--- config.mk ---
export PLATFORM = sky130hd
export DESIGN_NAME = rgb_to_hsl_pixel
export DESIGN_NICKNAME = d
export VERILOG_FILES = /design/src/sv/rhsl_pkg.sv /design/src/sv/rhsl_front.sv /design/src/sv/rhsl_div_pipe.sv /design/src/sv/rhsl_skid.sv /design/src/sv/rgb_to_hsl_pixel.sv
export SDC_FILE = /design/constraint.sdc
export NUM_CORES = 2
export LEC_CHECK = 0
export BUFFER_PORTS_ARGS = -buffer_cell sky130_fd_sc_hd__buf_2
export CAP_MARGIN = 20
export CELL_PAD_IN_SITES_DETAIL_PLACEMENT = 1
export CELL_PAD_IN_SITES_GLOBAL_PLACEMENT = 1
export CORE_MARGIN = 10
export CORE_UTILIZATION = 58
export CTS_CLUSTER_DIAMETER = 50
export DETAILED_ROUTE_END_ITERATION = 6
export PLACE_DENSITY = 0.9
export SYNTH_ARGS = -nofsm -noshare
export SYNTH_HDL_FRONTEND = slang
export SYNTH_SLANG_ARGS = --single-unit
--- constraint.sdc ---
create_clock -name clk -period 52.7 [get_ports clk]
set_clock_uncertainty 0.2 [all_clocks]
set_input_delay 7.905 -clock clk [delete_from_list [all_inputs] [get_ports clk]]
set_output_delay 7.905 -clock clk [all_outputs]
set_load 0.05 [all_outputs]
--- src/sv/rhsl_pkg.sv ---
// rhsl_pkg: shared widths for the rgb to hsl pixel converter
// no dependencies; used by rhsl_front, rhsl_div_pipe and rgb_to_hsl_pixel, not by rhsl_skid
`default_nettype none

package rhsl_pkg;

  // one colour component
  localparam int COMP_W  = 8;
  // lightness is max plus min
  localparam int LIGHT_W = COMP_W + 1;

  typedef logic [COMP_W-1:0]  comp_t;
  typedef logic [LIGHT_W-1:0] light_t;

endpackage

`default_nettype wire

--- src/sv/rhsl_front.sv ---
// rhsl_front: four register stages from rgb to divider operands
// depends on rhsl_pkg for component and lightness widths
`default_nettype none

module rhsl_front #(
  parameter int HUE_FRAC_BITS = 6,
  parameter int SAT_FRAC_BITS = 16
) (
  input  wire                                         clk,
  input  wire                                         rst,
  input  wire                                         en,
  input  wire                                         in_valid,
  input  wire  rhsl_pkg::comp_t                       red,
  input  wire  rhsl_pkg::comp_t                       green,
  input  wire  rhsl_pkg::comp_t                       blue,
  output logic                                        out_valid,
  output rhsl_pkg::light_t                            lightness,
  output logic [HUE_FRAC_BITS+9+rhsl_pkg::COMP_W-1:0] hue_num,
  output rhsl_pkg::comp_t                             hue_den,
  output logic [SAT_FRAC_BITS+rhsl_pkg::COMP_W-1:0]   sat_num,
  output rhsl_pkg::comp_t                             sat_den
);

  localparam int HNW    = HUE_FRAC_BITS + 9 + rhsl_pkg::COMP_W;
  localparam int SNW    = SAT_FRAC_BITS + rhsl_pkg::COMP_W;
  localparam int UNIT   = 60 * (1 << HUE_FRAC_BITS);
  // sextant numerator stays below 6 * 255
  localparam int SEC_W  = rhsl_pkg::COMP_W + 3;

  typedef enum logic [1:0] {SEL_RED, SEL_GREEN, SEL_BLUE} sel_t;

  // stage 1: input word
  logic            v1;
  rhsl_pkg::comp_t r1, g1, b1;
  // stage 2: extremes and which component leads
  logic            v2;
  rhsl_pkg::comp_t r2, g2, b2, mx2, mn2;
  sel_t            sel2;
  // stage 3: spread, sum, divisor, sextant numerator
  logic            v3;
  rhsl_pkg::comp_t d3, den3;
  rhsl_pkg::light_t sum3;
  logic [SEC_W-1:0] sec3;

  rhsl_pkg::comp_t  mx_next, mn_next;
  sel_t             sel_next;
  rhsl_pkg::comp_t  d_next, den_next;
  rhsl_pkg::light_t sum_next;
  logic [SEC_W-1:0] sec_next, d_ext, six_d;

  always_comb begin
    mx_next  = r1;
    mn_next  = r1;
    sel_next = SEL_RED;
    if (g1 > mx_next) begin
      mx_next  = g1;
      sel_next = SEL_GREEN;
    end
    if (b1 > mx_next) begin
      mx_next  = b1;
      sel_next = SEL_BLUE;
    end
    if (g1 < mn_next) mn_next = g1;
    if (b1 < mn_next) mn_next = b1;
  end

  always_comb begin
    d_next   = mx2 - mn2;
    sum_next = {1'b0, mx2} + {1'b0, mn2};
    d_ext    = SEC_W'(d_next);
    six_d    = (d_ext << 2) + (d_ext << 1);
    // grey pixel: divisor forced to one so both quotients come out zero
    if (d_next == '0) begin
      den_next = rhsl_pkg::comp_t'(1);
    end else if (sum_next <= rhsl_pkg::light_t'(255)) begin
      den_next = sum_next[rhsl_pkg::COMP_W-1:0];
    end else begin
      den_next = rhsl_pkg::comp_t'(rhsl_pkg::light_t'(510) - sum_next);
    end
    // negative hue wraps by a full turn, i.e. six spreads
    case (sel2)
      SEL_RED: begin
        sec_next = SEC_W'(g2) - SEC_W'(b2) + ((g2 < b2) ? six_d : '0);
      end
      SEL_GREEN: begin
        sec_next = (d_ext << 1) + SEC_W'(b2) - SEC_W'(r2);
      end
      default: begin
        sec_next = (d_ext << 2) + SEC_W'(r2) - SEC_W'(g2);
      end
    endcase
  end

  always_ff @(posedge clk) begin
    if (rst) begin
      v1        <= 1'b0;
      v2        <= 1'b0;
      v3        <= 1'b0;
      out_valid <= 1'b0;
    end else if (en) begin
      v1        <= in_valid;
      v2        <= v1;
      v3        <= v2;
      out_valid <= v3;
    end
  end

  always_ff @(posedge clk) begin
    if (en) begin
      r1        <= red;
      g1        <= green;
      b1        <= blue;
      r2        <= r1;
      g2        <= g1;
      b2        <= b1;
      mx2       <= mx_next;
      mn2       <= mn_next;
      sel2      <= sel_next;
      d3        <= d_next;
      den3      <= den_next;
      sum3      <= sum_next;
      sec3      <= sec_next;
      lightness <= sum3;
      hue_num   <= HNW'(UNIT) * HNW'(sec3);
      hue_den   <= (d3 == '0) ? rhsl_pkg::comp_t'(1) : d3;
      sat_num   <= SNW'(d3) << SAT_FRAC_BITS;
      sat_den   <= den3;
    end
  end

endmodule

`default_nettype wire

--- src/sv/rhsl_div_pipe.sv ---
// rhsl_div_pipe: pipelined restoring divider, one quotient bit per stage after the delay-only leading stages
// depends on rhsl_pkg for the divisor width; quotient must fit in QW bits
`default_nettype none

module rhsl_div_pipe #(
  parameter int NW     = 24,
  parameter int QW     = 17,
  parameter int STAGES = 17
) (
  input  wire                   clk,
  input  wire                   en,
  input  wire  [NW-1:0]         num,
  input  wire  rhsl_pkg::comp_t den,
  output logic [QW-1:0]         quo
);

  localparam int DW   = rhsl_pkg::COMP_W;
  // leading stages only delay, so quotients of different widths line up
  localparam int PASS = STAGES - QW;

  // partial remainder stays below the divisor
  logic [DW-1:0] rem   [STAGES+1];
  // numerator bits still to bring down, quotient bits shifted in below
  logic [QW-1:0] acc   [STAGES+1];
  logic [DW-1:0] den_p [STAGES+1];

  assign rem[0]   = DW'(num >> QW);
  assign acc[0]   = num[QW-1:0];
  assign den_p[0] = den;

  for (genvar k = 0; k < STAGES; k++) begin : g_stage
    if (k < PASS) begin : g_pass
      always_ff @(posedge clk) begin
        if (en) begin
          rem[k+1]   <= rem[k];
          acc[k+1]   <= acc[k];
          den_p[k+1] <= den_p[k];
        end
      end
    end else begin : g_step
      logic [DW:0] trial, diff;
      logic        fits;
      assign trial = {rem[k], acc[k][QW-1]};
      assign diff  = trial - {1'b0, den_p[k]};
      assign fits  = trial >= {1'b0, den_p[k]};
      always_ff @(posedge clk) begin
        if (en) begin
          rem[k+1]   <= fits ? diff[DW-1:0] : trial[DW-1:0];
          acc[k+1]   <= {acc[k][QW-2:0], fits};
          den_p[k+1] <= den_p[k];
        end
      end
    end
  end

  assign quo = acc[STAGES];

endmodule

`default_nettype wire

--- src/sv/rhsl_skid.sv ---
// rhsl_skid: output register with a skid word, cuts the tready path
// no package dependencies
`default_nettype none

module rhsl_skid #(
  parameter int W = 48
) (
  input  wire          clk,
  input  wire          rst,
  input  wire          in_valid,
  output logic         in_ready,
  input  wire  [W-1:0] in_data,
  output logic         out_valid,
  input  wire          out_ready,
  output logic [W-1:0] out_data
);

  logic         skid_valid;
  logic [W-1:0] skid_data;

  assign in_ready = !skid_valid;

  always_ff @(posedge clk) begin
    if (rst) begin
      out_valid  <= 1'b0;
      skid_valid <= 1'b0;
    end else if (out_ready || !out_valid) begin
      if (skid_valid) begin
        out_valid  <= 1'b1;
        out_data   <= skid_data;
        skid_valid <= 1'b0;
      end else begin
        out_valid <= in_valid;
        out_data  <= in_data;
      end
    end else if (in_valid && !skid_valid) begin
      // output word held, park the incoming one
      skid_valid <= 1'b1;
      skid_data  <= in_data;
    end
  end

endmodule

`default_nettype wire

--- src/sv/rgb_to_hsl_pixel.sv ---
// rgb_to_hsl_pixel: 8-bit rgb pixel to hue, saturation and lightness
// pixel path: four operand stages, then the two dividers, each one stage deep per quotient bit of
// the wider quotient, the hue divider delaying its narrower quotient to match, then one output register
// throughput one pixel per cycle; a stalled output freezes the whole pipeline
// reset clears valid bits only; no state survives between pixels
// depends on rhsl_pkg, rhsl_front, rhsl_div_pipe and rhsl_skid
`default_nettype none

module rgb_to_hsl_pixel #(
  parameter int HUE_FRAC_BITS = 6,
  parameter int SAT_FRAC_BITS = 16
) (
  input  wire         clk,
  input  wire         rst,
  input  wire         s_tvalid,
  output logic        s_tready,
  // red [7:0], green [15:8], blue [23:16]
  input  wire  [23:0] s_tdata,
  output logic        m_tvalid,
  input  wire         m_tready,
  // hue, saturation, lightness from bit 0 up, zero padded to bytes
  output logic [((HUE_FRAC_BITS + 9 + SAT_FRAC_BITS + 1 + rhsl_pkg::LIGHT_W + 7) / 8) * 8 - 1:0]
               m_tdata
);

  localparam int HUE_W  = HUE_FRAC_BITS + 9;
  localparam int SAT_W  = SAT_FRAC_BITS + 1;
  localparam int HNW    = HUE_W + rhsl_pkg::COMP_W;
  localparam int SNW    = SAT_FRAC_BITS + rhsl_pkg::COMP_W;
  localparam int STAGES = (SAT_W > HUE_W) ? SAT_W : HUE_W;
  localparam int RES_W  = HUE_W + SAT_W + rhsl_pkg::LIGHT_W;
  localparam int OUT_W  = ((RES_W + 7) / 8) * 8;

  logic             en;
  logic             f_valid;
  rhsl_pkg::light_t f_light;
  logic [HNW-1:0]   f_hue_num;
  rhsl_pkg::comp_t  f_hue_den;
  logic [SNW-1:0]   f_sat_num;
  rhsl_pkg::comp_t  f_sat_den;
  logic [HUE_W-1:0] hue;
  logic [SAT_W-1:0] saturation;

  // valid and lightness ride alongside the dividers
  logic             vld_d   [STAGES+1];
  rhsl_pkg::light_t light_d [STAGES+1];

  assign s_tready = en;

  rhsl_front #(
    .HUE_FRAC_BITS (HUE_FRAC_BITS),
    .SAT_FRAC_BITS (SAT_FRAC_BITS)
  ) u_front (
    .clk       (clk),
    .rst       (rst),
    .en        (en),
    .in_valid  (s_tvalid),
    .red       (s_tdata[7:0]),
    .green     (s_tdata[15:8]),
    .blue      (s_tdata[23:16]),
    .out_valid (f_valid),
    .lightness (f_light),
    .hue_num   (f_hue_num),
    .hue_den   (f_hue_den),
    .sat_num   (f_sat_num),
    .sat_den   (f_sat_den)
  );

  rhsl_div_pipe #(
    .NW     (HNW),
    .QW     (HUE_W),
    .STAGES (STAGES)
  ) u_hue_div (
    .clk (clk),
    .en  (en),
    .num (f_hue_num),
    .den (f_hue_den),
    .quo (hue)
  );

  rhsl_div_pipe #(
    .NW     (SNW),
    .QW     (SAT_W),
    .STAGES (STAGES)
  ) u_sat_div (
    .clk (clk),
    .en  (en),
    .num (f_sat_num),
    .den (f_sat_den),
    .quo (saturation)
  );

  assign vld_d[0]   = f_valid;
  assign light_d[0] = f_light;

  for (genvar k = 0; k < STAGES; k++) begin : g_delay
    always_ff @(posedge clk) begin
      if (rst) begin
        vld_d[k+1] <= 1'b0;
      end else if (en) begin
        vld_d[k+1] <= vld_d[k];
      end
    end
    always_ff @(posedge clk) begin
      if (en) begin
        light_d[k+1] <= light_d[k];
      end
    end
  end

  rhsl_skid #(
    .W (OUT_W)
  ) u_skid (
    .clk       (clk),
    .rst       (rst),
    .in_valid  (vld_d[STAGES]),
    .in_ready  (en),
    .in_data   (OUT_W'({light_d[STAGES], saturation, hue})),
    .out_valid (m_tvalid),
    .out_ready (m_tready),
    .out_data  (m_tdata)
  );

endmodule

`default_nettype wire
# Word level (Yosys, flattened, before mapping)
# Cells that the tools add are included.
# op_classes
addsub,40
mul,1
order_cmp,38
eq_ne,1
mux,40
bitwise,2
reduce_logical,10
# op_table
op,count
$mux 8,35
$ge 9x8->1,31
$sub 8x8->8,31
$mux 41,1
$lt 8x8->1,3
$pmux 11 s2,1
$sub 11x8->11,2
$gt 8x8->1,2
$logic_not 8->1,2
$mul 4x11->15 const A,1
$add 10x8->11,1
$add 10x9->11,1
$add 11x11->11,1
$mux 11,1
$add 9x8->10,1
$add 8x8->9,1
$le 9x8->1 const B,1
$sub 8x8->9,1
$ge 8x8->1,1
$sub 8x8->8 const A,1
$reduce_and 3->1,1
$eq 2x1->1 const B,1
$logic_not 1->1,2
$logic_not 2->1,1
other kinds (6),8
# word_totals
regBits,1228
inputBits,28
out_inout_bits,50

# Depth between registers and ports, before layout
# logic_depth
depth_word,5
depth_mapped,21
ltp_nobuf,21

# Modules after synthesis
# A second synthesis with hierarchy kept.
# unflattened
hier_cells,4334
area_unflattened_um2,65654.2
# modules_own_cells
module,instances,cells_each,area_each_um2,seq_area_each_um2
rhsl_div_pipe at u_sat_div,1,1630,24270.8,16365.7
rhsl_div_pipe at u_hue_div,1,1506,22391.5,15344.7
rhsl_front,1,830,9974.6,4524.3
rgb_to_hsl_pixel,1,209,5212.5,4934.7
rhsl_skid,1,159,3804.9,2922.8

# Least setup slack after synthesis
# OpenSTA, ideal clock, no wires.
# synth_timing
path_kind,register to output
start,register u_skid.skid_valid
end,output port s_tready
arrival_time_ns,22.616
required_ns,44.595
slack_ns,21.979
path_stages_with_launch,4
path_buffers,2
cell_sequence,dfxtp_1 -> clkbuf_1 -> buf_1 -> inv_1
# synth_between
elab_chain_cells,1
# synth_lines
item,line_no,text
start: declaration,rhsl_skid.sv:18,logic skid_valid;
start signal: assignment,rhsl_skid.sv:26,skid_valid <= 1'b0;
start signal: assignment,rhsl_skid.sv:31,skid_valid <= 1'b0;
start signal: assignment,rhsl_skid.sv:38,skid_valid <= 1'b1;
$logic_not 1->1,rhsl_skid.sv:21,assign in_ready = !skid_valid;
end: declaration,rgb_to_hsl_pixel.sv:16,"output logic s_tready,"
# Every way passes these cells.

# Worst setup path after layout
# Same ends and word-level chain as after synthesis.

==> out/summary.txt <==
Synth top area share: 0.656
Worst Setup Path Type: reg2out
Synth Area per Inst: 14.9 sq um
Initial Util: 0.588
Synthesized area: 55,100 sq um
H-Tree Depth: 4
Max Fclk: 99.1 MHz
Rel. slew slack: 0.193
Placer congestion estimate: 0.854
Clock latency on the worst-skew pair: 0.77 ns
Worst setup EP type: output pin
Worst-margin pin slew: 1.21 ns
Worst min path class: reg2reg
Layout cell share with drive strength beyond 1: 0.133
Max-cap violations: 0
Crit path arrival time: 1.99 ns
Slowest stage delay, CP: 0.39 ns
CTS tree: yes
Die area: 108,000 sq um
Ports: 78
Setup bufs post-CTS: 0
Warnings from Yosys: 0
Number of global-route vias before repair: 35.0k
Reg2reg start: u_front.mx2[0]
First-pass iteration count of the detailed router: 5
Status: finished clean
DRT antenna net count: 0
Hold Buf Count CTS: 0
R2R Setup Slk: 47.21 ns
Post-cts sizing count: 0
First-pass GRT wire length: 204 mm
CP Cell Sequence: inv_8 -> buf_2
Clock sink total: 1,226
# nets final: 4,337
Fin Setup TNS: 0 ns
Yosys cell types: 71
CP Max Fanout: 61
Total Wirelength: 132 mm
Worst hold start: u_front.sum3[4]
Most frequent cells in the layout: 1,203 x edfxtp_1, 431 x inv_1, 364 x ha_1
Syn Inst Count: 3,701
Core region area: 93,700 sq um
GR Overflow Total: 0
Worst setup slack after layout: 42.61 ns
FP Rows: 112
Clk buf depth: 3
Half-perimeter wire length after placement: 77.8 mm
Vias/cell: 5.90
Most common cell after layout, fill and taps aside: edfxtp_1
Drt wl/cell: 25.1 um
R2R Path End: u_front.sec3[9]
Hold path endpoint: u_front.lightness[4]
EDFF count, synth: 1,203
Gr usage total: 0.244
# diodes: 0
Post-synthesis register bit count: 1,226
Final Hold Fails: 0
Async S/R FF share, synth: 0
Largest area contributor in the netlist: edfxtp_1
Die span in x: 328 um
Synth top area cells: edfxtp_1 66%, ha_1 8.3%, mux2_2 3.9%
CP Buf/Inv Count: 2
Die H: 328 um
Vias: 30.9k
Largest net degree at the start of global routing: 205
DRC violations left: 0
Clock-pin slew on the worst setup and hold paths: 0.06 ns
Slew Limit Fails: 0
Hold path cells: 0
Antenna violations before repair: 2
Buffers on Ports: 70
Worst R2R Path Depth: 19
RSZ-0062 raised after global routing: no
Num CTS Buffers: 133
CTS root buf: clkbuf_16
CP max-delay cell: dfxtp_4
Critical Path RT: 44.59 ns
Endpoints failing setup: 0
Final Cycle Share: 0.191
CP top delay family: buffers and inverters
Initial DRC count: 2,396
Pre-CTS setup slack: 43.06 ns
Seq/Total Area, Yosys: 0.664
Min Tclk post-route: 10.09 ns
Synth Flop Type: edfxtp_1
Area Growth Syn to Fin: 11.6%
Nature of the critical path startpoint: flip-flop
==> worst reg2reg max path, delay by kind of cell, from the launching register on <==
kind | cells | cell delay (ns)
flip-flops | 1 | 0.39
AND/OR/NAND/NOR | 3 | 0.34
XOR/XNOR | 3 | 1.15
buffers and inverters | 2 | 0.13
AO/OA/AOI/OAI | 7 | 1.68
adder cells (fa/ha/maj) | 4 | 1.30
==> cells by family after synthesis <==
group,count (synthesis),share of synthesized area
DFF,1226,0.664
AOI/OAI and AO/OA,523,0.0622
xor gates and xnor gates,175,0.0282
buffers and inverters,477,0.0334
adders and majority gates,426,0.105
muxes,273,0.0539
and+or+nand+nor,600,0.0533
other,1,0.0000681
==> cell usage after synthesis, drive strengths merged, types with 64 or more instances <==
cell type  count
nor2         240
a21o          94
xor2          70
edfxtp      1203
o21ai        164
xnor2        105
mux2i         82
nor2b         90
ha           364
inv          432
a21oi        119
nand2b        64
mux2         191
==> routing by layer <==
layer,track usage,share of wire,vias up
met3,0.0409,0.040,439
li1,-,-,13820
met1,0.254,0.36,15639
met4,0.131,0.052,4
met2,0.464,0.55,1042
met5,0,0.00017,-
==> worst max-delay path by stage <==
stage,startpoint,to,cells after the start
floorplan,u_skid.skid_valid,s_tready,3
global placement,rst,u_skid.skid_data[26],3
detailed placement,rst,u_skid.skid_data[27],3
CTS,u_skid.skid_valid,s_tready,2
global route,u_skid.skid_valid,s_tready,2
finish,u_skid.skid_valid,s_tready,2
==> registers in the layout (all words and copies together) (netlist names), 41 cells and up <==
| register | count |
|---|---|
| u_sat_div.g_stage.g_step.trial | 128 |
| u_hue_div.den_p | 128 |
| u_hue_div.acc | 140 |
| u_sat_div.den_p | 128 |
| u_hue_div.g_stage.g_step.trial | 120 |
| u_skid.out_data | 41 |
| u_sat_div.acc | 136 |
| u_skid.skid_data | 41 |
| light_d | 153 |
==> stage by stage <==
| stage | hold slack [ns] | cell area (sq um) | util | instances |
|---|---|---|---|---|
| floorplan | 0.200 | 55100 | - | 3707 |
| global placement | 0.200 | 57000 | 0.608 | 4999 |
| detailed placement | 0.205 | 57000 | 0.608 | 4999 |
| CTS | 0.212 | 61400 | 0.655 | 5240 |
| global route | 0.215 | 61500 | 0.656 | 5244 |
| finish | 0.207 | 61500 | 0.656 | 5244 |
==> area by class of cell <==
| type | count | area, sq um |
|---|---|---|
| Clock buffer | 157 | 3450 |
| Clock inverter | 84 | 990 |
| Fill cell | 8376 | 32300 |
| Inverter | 432 | 1630 |
| Multi-Input combinational cell | 2004 | 16700 |
| Sequential cell | 1226 | 36600 |
| Tap cell | 1254 | 1570 |
| Timing Repair Buffer | 87 | 556 |
Power is not shown: default switching activity piles up to over one toggle a cycle in this logic, so the estimate is an artifact.
